### config.mk
export PLATFORM = sky130hd
export DESIGN_NAME = frre_cell
export DESIGN_NICKNAME = d
export VERILOG_FILES = /design/src/hw/rtl/frre_pkg.sv /design/src/hw/rtl/frre_cell.sv
export SDC_FILE = /design/constraint.sdc
export NUM_CORES = 2
export LEC_CHECK = 0
export BUFFER_PORTS_ARGS = -buffer_cell sky130_fd_sc_hd__buf_4
export CORE_MARGIN = 8
export CORE_UTILIZATION = 35
export CTS_CLUSTER_DIAMETER = 50
export DETAILED_ROUTE_END_ITERATION = 6
export SLEW_MARGIN = 20
export SYNTH_ARGS = -nofsm -noshare
export SYNTH_HDL_FRONTEND = slang
export SYNTH_SLANG_ARGS = --single-unit
### constraint.sdc
create_clock -name clk -period 17.75 [get_ports clk]
set_clock_uncertainty 0.1 [all_clocks]
set_input_delay 2.6625 -clock clk [delete_from_list [all_inputs] [get_ports clk]]
set_output_delay 2.6625 -clock clk [all_outputs]
set_load 0.02 [all_outputs]
### src/hw/rtl/frre_pkg.sv
// Package: shared types and constants of the frame routing rule engine.
package frre_pkg;

  localparam int RuleSlotsDef   = 16;
  localparam int MapsPerRuleDef = 8;
  localparam int MapWordW       = 40;
  localparam logic [31:0] PassthroughId = 32'hFFFF_FFFF;

  typedef enum logic [2:0] {
    FUNC_PROCESS   = 3'd0,
    FUNC_WR_MATCH  = 3'd1,
    FUNC_WR_ACTION = 3'd2,
    FUNC_WR_MAP    = 3'd3,
    FUNC_CLEAR     = 3'd4
  } func_t;

  // Frame travelling down the cell chain
  typedef struct packed {
    logic        vld;
    logic [1:0]  bus;
    logic [31:0] id;
    logic [3:0]  dlc;
    logic [7:0]  flags;
    logic [63:0] data;
    logic [31:0] ts;
  } frame_t;

  // Write command travelling down the cell chain
  typedef struct packed {
    logic        vld;
    logic [2:0]  func;
    logic [5:0]  index;
    logic [3:0]  map_slot;
    logic [1:0]  bus;
    logic        enable;
    logic [31:0] id_value;
    logic [31:0] id_mask;
    logic [3:0]  dlc;
    logic [3:0]  map_count;
    logic [39:0] map_word;
  } wcmd_t;

  // Routing result handed from a cell to the collector
  typedef struct packed {
    logic        hit;
    logic [1:0]  bus;
    logic [31:0] id;
    logic [3:0]  dlc;
    logic [7:0]  flags;
    logic [63:0] data;
    logic [31:0] ts;
  } hit_t;

  // One byte mapping: mask, signed shift, wrapping offset
  function automatic logic [7:0] map_byte(input logic [7:0] src, input logic [39:0] w);
    logic [7:0] msk;
    logic [7:0] sh;
    logic [7:0] v;
    logic [7:0] r;
    msk = w[23:16];
    sh  = w[31:24];
    v   = src & msk;
    r   = 8'd0 - sh;
    if (sh != 8'd0 && !sh[7]) begin
      v = (sh >= 8'd8) ? 8'd0 : (v << sh[2:0]);
    end else if (sh[7]) begin
      v = (r >= 8'd8) ? 8'd0 : (v >> r[2:0]);
    end
    return v + w[39:32];
  endfunction

endpackage

### src/hw/rtl/frre_cell.sv
// One rule slot: holds its rule, matches the passing frame, builds data mapping by mapping.
module frre_cell
  import frre_pkg::*;
#(
  parameter int SLOT          = 0,
  parameter int MAPS_PER_RULE = MapsPerRuleDef
) (
  input  logic   clk,
  input  logic   rst_n,
  input  frame_t frm_i,
  input  wcmd_t  cmd_i,
  output frame_t frm_o,
  output wcmd_t  cmd_o,
  output hit_t   hit_o,
  output logic   busy_o
);
  localparam int MW = (MAPS_PER_RULE > 1) ? $clog2(MAPS_PER_RULE) : 1;
  localparam int CW = $clog2(MAPS_PER_RULE + 1);

  logic        en_r, en_nxt;
  logic [1:0]  sbus_r;
  logic [31:0] sid_r, smask_r;
  logic [1:0]  dbus_r;
  logic [31:0] did_r;
  logic [3:0]  ddlc_r;
  logic [3:0]  nmap_r;
  logic [MapWordW-1:0] map_r [MAPS_PER_RULE];

  // mapping sequencer
  logic        act_r;
  logic [CW-1:0] step_r, n_r;
  frame_t      frm_r;
  logic [63:0] acc_r;

  logic        wr_here;
  logic        match;
  logic [CW-1:0] n_eff;
  logic [MW-1:0] sidx;
  logic [MapWordW-1:0] w;
  logic [7:0]  mb;
  logic [63:0] acc_nxt;

  assign wr_here = cmd_i.vld && (cmd_i.index == 6'(SLOT));
  assign match   = frm_i.vld && en_r && (sbus_r == frm_i.bus)
                   && ((frm_i.id & smask_r) == (sid_r & smask_r));
  assign n_eff   = (32'(nmap_r) > MAPS_PER_RULE) ? CW'(MAPS_PER_RULE) : CW'(nmap_r);
  assign sidx    = MW'(step_r);
  assign w       = map_r[sidx];
  assign mb      = map_byte(frm_r.data[8*w[2:0] +: 8], w);
  always_comb begin
    acc_nxt = acc_r;
    if (w[7:3] == 5'd0 && w[15:11] == 5'd0) acc_nxt[8*w[10:8] +: 8] = acc_r[8*w[10:8] +: 8] | mb;
  end
  assign en_nxt = (cmd_i.func == FUNC_WR_MATCH) ? cmd_i.enable : 1'b0;

  always_ff @(posedge clk) begin
    if (!rst_n) begin
      en_r <= 1'b0; sbus_r <= '0; sid_r <= '0; smask_r <= '0;
      dbus_r <= '0; did_r <= '0; ddlc_r <= '0; nmap_r <= '0;
      for (int i = 0; i < MAPS_PER_RULE; i++) map_r[i] <= '0;
      act_r <= 1'b0; frm_o <= '0; cmd_o <= '0; hit_o <= '0;
      step_r <= '0; n_r <= '0;
    end else begin
      frm_o <= frm_i;
      cmd_o <= cmd_i;
      hit_o.hit <= 1'b0;
      if (cmd_i.vld && cmd_i.func == FUNC_CLEAR) begin
        en_r <= 1'b0; sbus_r <= '0; sid_r <= '0; smask_r <= '0;
        dbus_r <= '0; did_r <= '0; ddlc_r <= '0; nmap_r <= '0;
        for (int i = 0; i < MAPS_PER_RULE; i++) map_r[i] <= '0;
      end else if (wr_here && cmd_i.func == FUNC_WR_MATCH) begin
        en_r <= en_nxt; sbus_r <= cmd_i.bus; sid_r <= cmd_i.id_value;
        smask_r <= cmd_i.id_mask;
      end else if (wr_here && cmd_i.func == FUNC_WR_ACTION) begin
        dbus_r <= cmd_i.bus; did_r <= cmd_i.id_value; ddlc_r <= cmd_i.dlc;
        nmap_r <= cmd_i.map_count;
      end else if (wr_here && cmd_i.func == FUNC_WR_MAP
                   && 32'(cmd_i.map_slot) < MAPS_PER_RULE) begin
        map_r[MW'(cmd_i.map_slot)] <= cmd_i.map_word;
      end
      if (match) begin
        act_r  <= 1'b1;
        step_r <= '0;
        n_r    <= n_eff;
      end else if (act_r) begin
        if (step_r == n_r) begin
          act_r <= 1'b0;
          hit_o.hit   <= 1'b1;
          hit_o.bus   <= dbus_r;
          hit_o.id    <= (did_r == PassthroughId) ? frm_r.id : did_r;
          hit_o.dlc   <= (ddlc_r != 4'd0) ? ddlc_r : frm_r.dlc;
          hit_o.flags <= dbus_r[1] ? 8'd0 : frm_r.flags;
          hit_o.data  <= (n_r == '0) ? frm_r.data : acc_r;
          hit_o.ts    <= frm_r.ts;
        end else begin
          step_r <= step_r + 1'b1;
        end
      end
    end
  end

  always_ff @(posedge clk) begin
    if (match) begin
      frm_r <= frm_i;
      acc_r <= '0;
    end else if (act_r && step_r != n_r) begin
      acc_r <= acc_nxt;
    end
  end

  assign busy_o = act_r;
endmodule

# --- Yosys cells after proc, flatten, opt, wreduce, memory -nomap -nowiden ---
# Memories as Yosys holds them, arrays and structs flattened. A register that Yosys moved wholly into a read port is not among the register bits.
# Index checks and enable logic that the tools add are counted.
totals:
  inputBits: 274
  n_memories: 1
  register_bits: 737
  ramBits: 320
  word_cells: 148
  out_inout_bits: 416
op_classes:
  addsub: 4
  muxes: 38
  reduce_logical: 27
  n_eq_ne: 9
  shift: 6
  n_bitwise: 17
  order_cmp: 4
mem_list:
  columns: ["memory", "words", "word_bits", "read_ports", "rd_ports_with_merged_regs", "wr", "line", "text"]
  rows:
  - ["map_r", 8, 40, 1, 1, 8, "frre_cell.sv:27", "logic [MapWordW-1:0] map_r [MAPS_PER_RULE];"]
op_table:
  columns: ["op", "n"]
  rows:
  - ["$mux W40", 9]
  - ["$mux W143", 1]
  - ["$shiftx A64 B7 Y8", 2]
  - ["$and A32 B32 Y32", 2]
  - ["$bwmux W64", 1]
  - ["$mux W64", 1]
  - ["$shift A8 B34 Y64 const A", 1]
  - ["$shiftx A8 B34 Y64", 1]
  - ["$mux W8", 5]
  - ["$reduce_or A40 Y1", 1]
  - ["$neg A6 Y34", 1]
  - ["$eq A32 B32 Y1", 1]
  - ["$eq A32 B32 Y1 const B", 1]
  - ["$mux W32", 1]
  - ["$ge A8 B4 Y1 const B", 2]
  - ["$mux W1", 15]
  - ["$logic_and A1 B1 Y1", 12]
  - ["$logic_not A5 Y1", 2]
  - ["$mux W3", 3]
  - ["$add A8 B8 Y8", 1]
  - ["$and A8 B8 Y8", 1]
  - ["$mux W4", 2]
  - ["$or A1 B1 Y1", 8]
  - ["$or A8 B8 Y8", 1]
  - ["22 further kinds", 30]

# --- Longest topological paths before layout ---
logic_depth:
  ltp_word: 12
  ltp_mapped: 26
  ltp_nobuf: 22

# --- Worst setup path before layout ---
# OpenSTA, ideal clock, no wires.
synth_timing:
  path_kind: "input port to flip-flop"
  startpoint: "input port frm_i[133] (netlist bit)"
  endpoint: "register frm_r[0] (netlist bit) (enable)"
  setup_ps: 559
  arrival_time_ps: 7790
  slack_ps: 9301
  required_ps: 17091
  path_stages: 7
  n_path_buf: 2
  path_cell_list: "xor2_1 -> a22oi_1 -> nand3_1 -> nor4_1 -> and4_1 -> clkbuf_1 -> clkbuf_1"
synth_between:
  elab_chain_cells: 3
synth_lines:
  columns: ["element", "line", "text"]
  rows:
  - ["start: declaration", "frre_cell.sv:10", "input frame_t frm_i,"]
  - ["$and A32 B32 Y32", "frre_cell.sv:45", "&& ((frm_i.id & smask_r) == (sid_r & smask_r));"]
  - ["$eq A32 B32 Y1", "frre_cell.sv:45", null]
  - ["$logic_and A1 B1 Y1", "frre_cell.sv:45", null]
  - ["via match", "frre_cell.sv:36", "logic match;"]
  - ["end signal: assignment", "frre_cell.sv:104", "frm_r <= frm_i;"]
  - ["end: declaration", "frre_cell.sv:32", "frame_t frm_r;"]
# The timed path passes the listed nets, and every way through them passes these cells.
# A chain may end at the register's enable or synchronous reset.

==> results by group <==
Timing
  – # setup viols final: 0
  – Hold Fails Final Rpt: 0
  – Final period util: 36.7%
  – Slew HR: 23.3%
  – RSZ-0062 raised after global routing: no
  – FMAX: 153 MHz
  – Final min period: 6.52 ns
  – Final TNS setup: 0 ns
  – Slew @ Worst Pin: 1.15 ns
  – Final Max Slew Viols: 0

Logic synthesis
  – Compound-cell area share of the yosys netlist: 6.17%
  – Yosys reg bits: 1060
  – Adder-cell area share of the yosys netlist: 0.508%
  – Largest family of logic cells by synthesized area: simple AND/OR/NAND/NOR gates
  – Share of the synthesized area in the top cell type: 33.8%
  – Most frequent cell after synthesis: and2_1
  – Leading post-synthesis cells by instance count: and2_1, dfxtp_1, nand2_1
  – Post-synthesis sequential area ratio: 63.2%
  – Number of flops mapped to enable cells by yosys: 460
  – Post-synthesis simple-gate area fraction: 16.8%
  – Cell variety after synth: 66
  – Synth Flop Type: dfxtp_1
  – Post-synthesis mux area share: 10.2%
  – Synth Instances: 3331
  – Post-Syn Nets: 3621
  – Post-synth ARST share: 0%
  – Post-synthesis xor/xnor area fraction: 1.03%
  – Synth top area cells: edfxtp_1, dfxtp_1, and2_1
  – Yosys warnings: 0
  – Post-synth top area cell: edfxtp_1
  – Mapped Area: 40900 µm²
  – Mean Syn Cell Area: 12.3 µm²

Routing
  – Drt drc: 0
  – Post-DRT Antenna Nets: 0
  – DRT Pass-1 Iters: 6
  – Final wirelength: 133000 µm
  – Via count: 27.9k
  – DR iter-0 viols: 2352
  – Drt wl/cell: 23.6 µm
  – Vias/cell: 4.95

Critical path
  – Worst R2R Setup Slack: 11.23 ns
  – Startpoint Class: flip-flop
  – CP max-delay cell: a222oi_1
  – R2r endpoint: acc_r[15]
  – Worst EP arrival: 7.00 ns
  – Largest fanout on the critical path: 40
  – CP required: 18.23 ns
  – CP endpoint kind: flip-flop
  – Largest stage delay, worst path: 0.65 ns
  – Setup Crit Path Kind: flip-flop to flip-flop
  – CP delay by family, top: compound AO/OA/AOI/OAI gates
  – Critical path buffers and inverters: 3
  – Levels on crit path: 23
  – Reg2reg path depth: 23
  – Cells along the critical path: buf_4, buf_4, mux4_2, buf_4, mux2i_1, a222oi_1, nand2_1, mux2i_1, mux2i_1, o22ai_1, a31oi_1, o22ai_1, ha_1, a21o_1, a21oi_1, o21bai_1, a21oi_1, o21bai_1, a21oi_1, xor2_1, nand2_1, mux2i_2, o31ai_1
  – Crit path to: acc_r[15]

Global routing
  – Initial antenna violation count: 9
  – Vias in the first global route: 27.3k
  – GRT Total Usage: 19.8%
  – Pin count of the biggest net entering global routing: 178
  – Global-route wire length before repair: 188000 µm
  – Gr ovfl total: 0

Power and ir drop
  – Maximum vdd drop: 0.0900 mV
  – Leak pwr: 22.2 nW
  – Power Total: 5.67 mW
  – Pwr dens: 109 nW/µm²

CTS
  – Htree depth: 4
  – CTS clk-pin slew, worst paths: 0.06 ns
  – Gates resized, CTS repair: 0
  – Setup bufs post-CTS: 0
  – Cts bufs inserted: 135
  – Sink Count: 1060
  – Maximum clock insertion buffer count: 3
  – Latest clock arrival within the worst-skew pair: 0.74 ns
  – Cts hold-fix bufs: 0
  – CTS tree: built
  – Clk root buf: clkbuf_16

Floorplan
  – Initial Utilization: 35.2%
  – Cell Rows: 125
  – Core area: 116000 µm²
  – Io pins: 690
  – Die H: 358 µm
  – Die X: 358 µm
  – Die area: 128000 µm²

Status
  – Status: finished clean

Placement
  – Port Buffers: 689
  – Placer Congestion: 0.872
  – Dpl hpwl: 94500 µm

Cells and area
  – Layout cells sized above 1: 25.5%
  – Area Overhead vs Synth: 27.1%
  – Nets@finish: 4282

Min path
  – Min-Delay Path Class: flip-flop to flip-flop

Run
  – Max Cap Viol: 0
==> where the power goes <==
group          switching (mW)  internal (mW)  total [mW]
logic                   0.207          0.139       0.346
clock network            1.08           1.59        2.68
registers              0.0255           2.62        2.65
==> cells by family after synthesis <==
group	count (synthesis)
xor gates and xnor gates	48
and+or+nand+nor	1321
muxes	328
AOI/OAI and AO/OA	347
buffers and inverters	211
adders and majority gates	16
DFF	1060
==> registers in the layout (all words and copies together), names as in the netlist, named ones only <==
register and cells:
hit_o 143, sbus_r 2, dbus_r 2, did_r 32, cmd_o 129, sid_r 32
n_r 4, map_r 320, en_r 1, step_r 4, frm_o 143, ddlc_r 4
smask_r 32, busy_o 1, acc_r 64, nmap_r 4, frm_r 140
==> cell type report <==
class | count | area [µm²]
diodes | 4 | 10.0
well taps | 1524 | 1910
flip-flops and latches | 1060 | 25800
inverters | 12 | 45.0
multi-input cells | 2060 | 14300
fillers | 10600 | 64100
repair buffers | 723 | 5480
clock inverters | 65 | 597
clock buffers | 179 | 3820
==> worst min-delay path by stage <==
stage	from	to	slack, ns	cells after the start
floorplan	smask_r[16]	smask_r[16]	0.33	2
global placement	smask_r[10]	smask_r[10]	0.34	2
detailed placement	smask_r[10]	smask_r[10]	0.34	2
CTS	smask_r[10]	smask_r[10]	0.35	2
global route	smask_r[28]	smask_r[28]	0.37	2
finish	smask_r[30]	smask_r[30]	0.35	2
==> worst min-delay path, stage by stage, from the launching register on <==
cell     delay [ns]
dfxtp_1        0.31
nand2_1        0.05
a21oi_1        0.05
==> layout by cell type, fill, tap and decap left out, types with 20 or more instances in the layout <==
| cell type | instances |
|---|---|
| clkbuf_1 | 26 |
| clkbuf_16 | 144 |
| nor2_1 | 96 |
| nand3_1 | 24 |
| buf_4 | 719 |
| mux2i_1 | 245 |
| nor4_1 | 20 |
| nand2_1 | 466 |
| xor2_1 | 38 |
| edfxtp_1 | 460 |
| o211a_1 | 100 |
| and2_1 | 606 |
| a21oi_1 | 138 |
| nand4_1 | 23 |
| a21boi_0 | 46 |
| dfxtp_1 | 597 |
| mux4_2 | 61 |
==> routing by layer <==
metal	up-vias	wire (µm)	GRT usage (%)
met5	-	0	0
met4	0	3550	6.25
met3	191	8630	3.92
met2	976	63300	32.9
met1	13700	57100	26.0
li1	13000	-	-
==> through the flow <==
step / hold slack (ns) / area (µm²) / util (%) / worst slack (ns) / cells
after global routing: 0.367 / 52000 / 44.8 / 10.81 / 5625
after detailed placement: 0.344 / 47500 / 40.9 / 10.79 / 5378
after floorplan: 0.332 / 40900 / - / 9.30 / 3331
final: 0.350 / 52000 / 44.8 / 11.23 / 5627
after global placement: 0.340 / 47500 / 40.9 / 10.82 / 5378
after CTS: 0.352 / 51900 / 44.7 / 11.32 / 5622
Note: power is estimated with default switching activity, not from simulation.
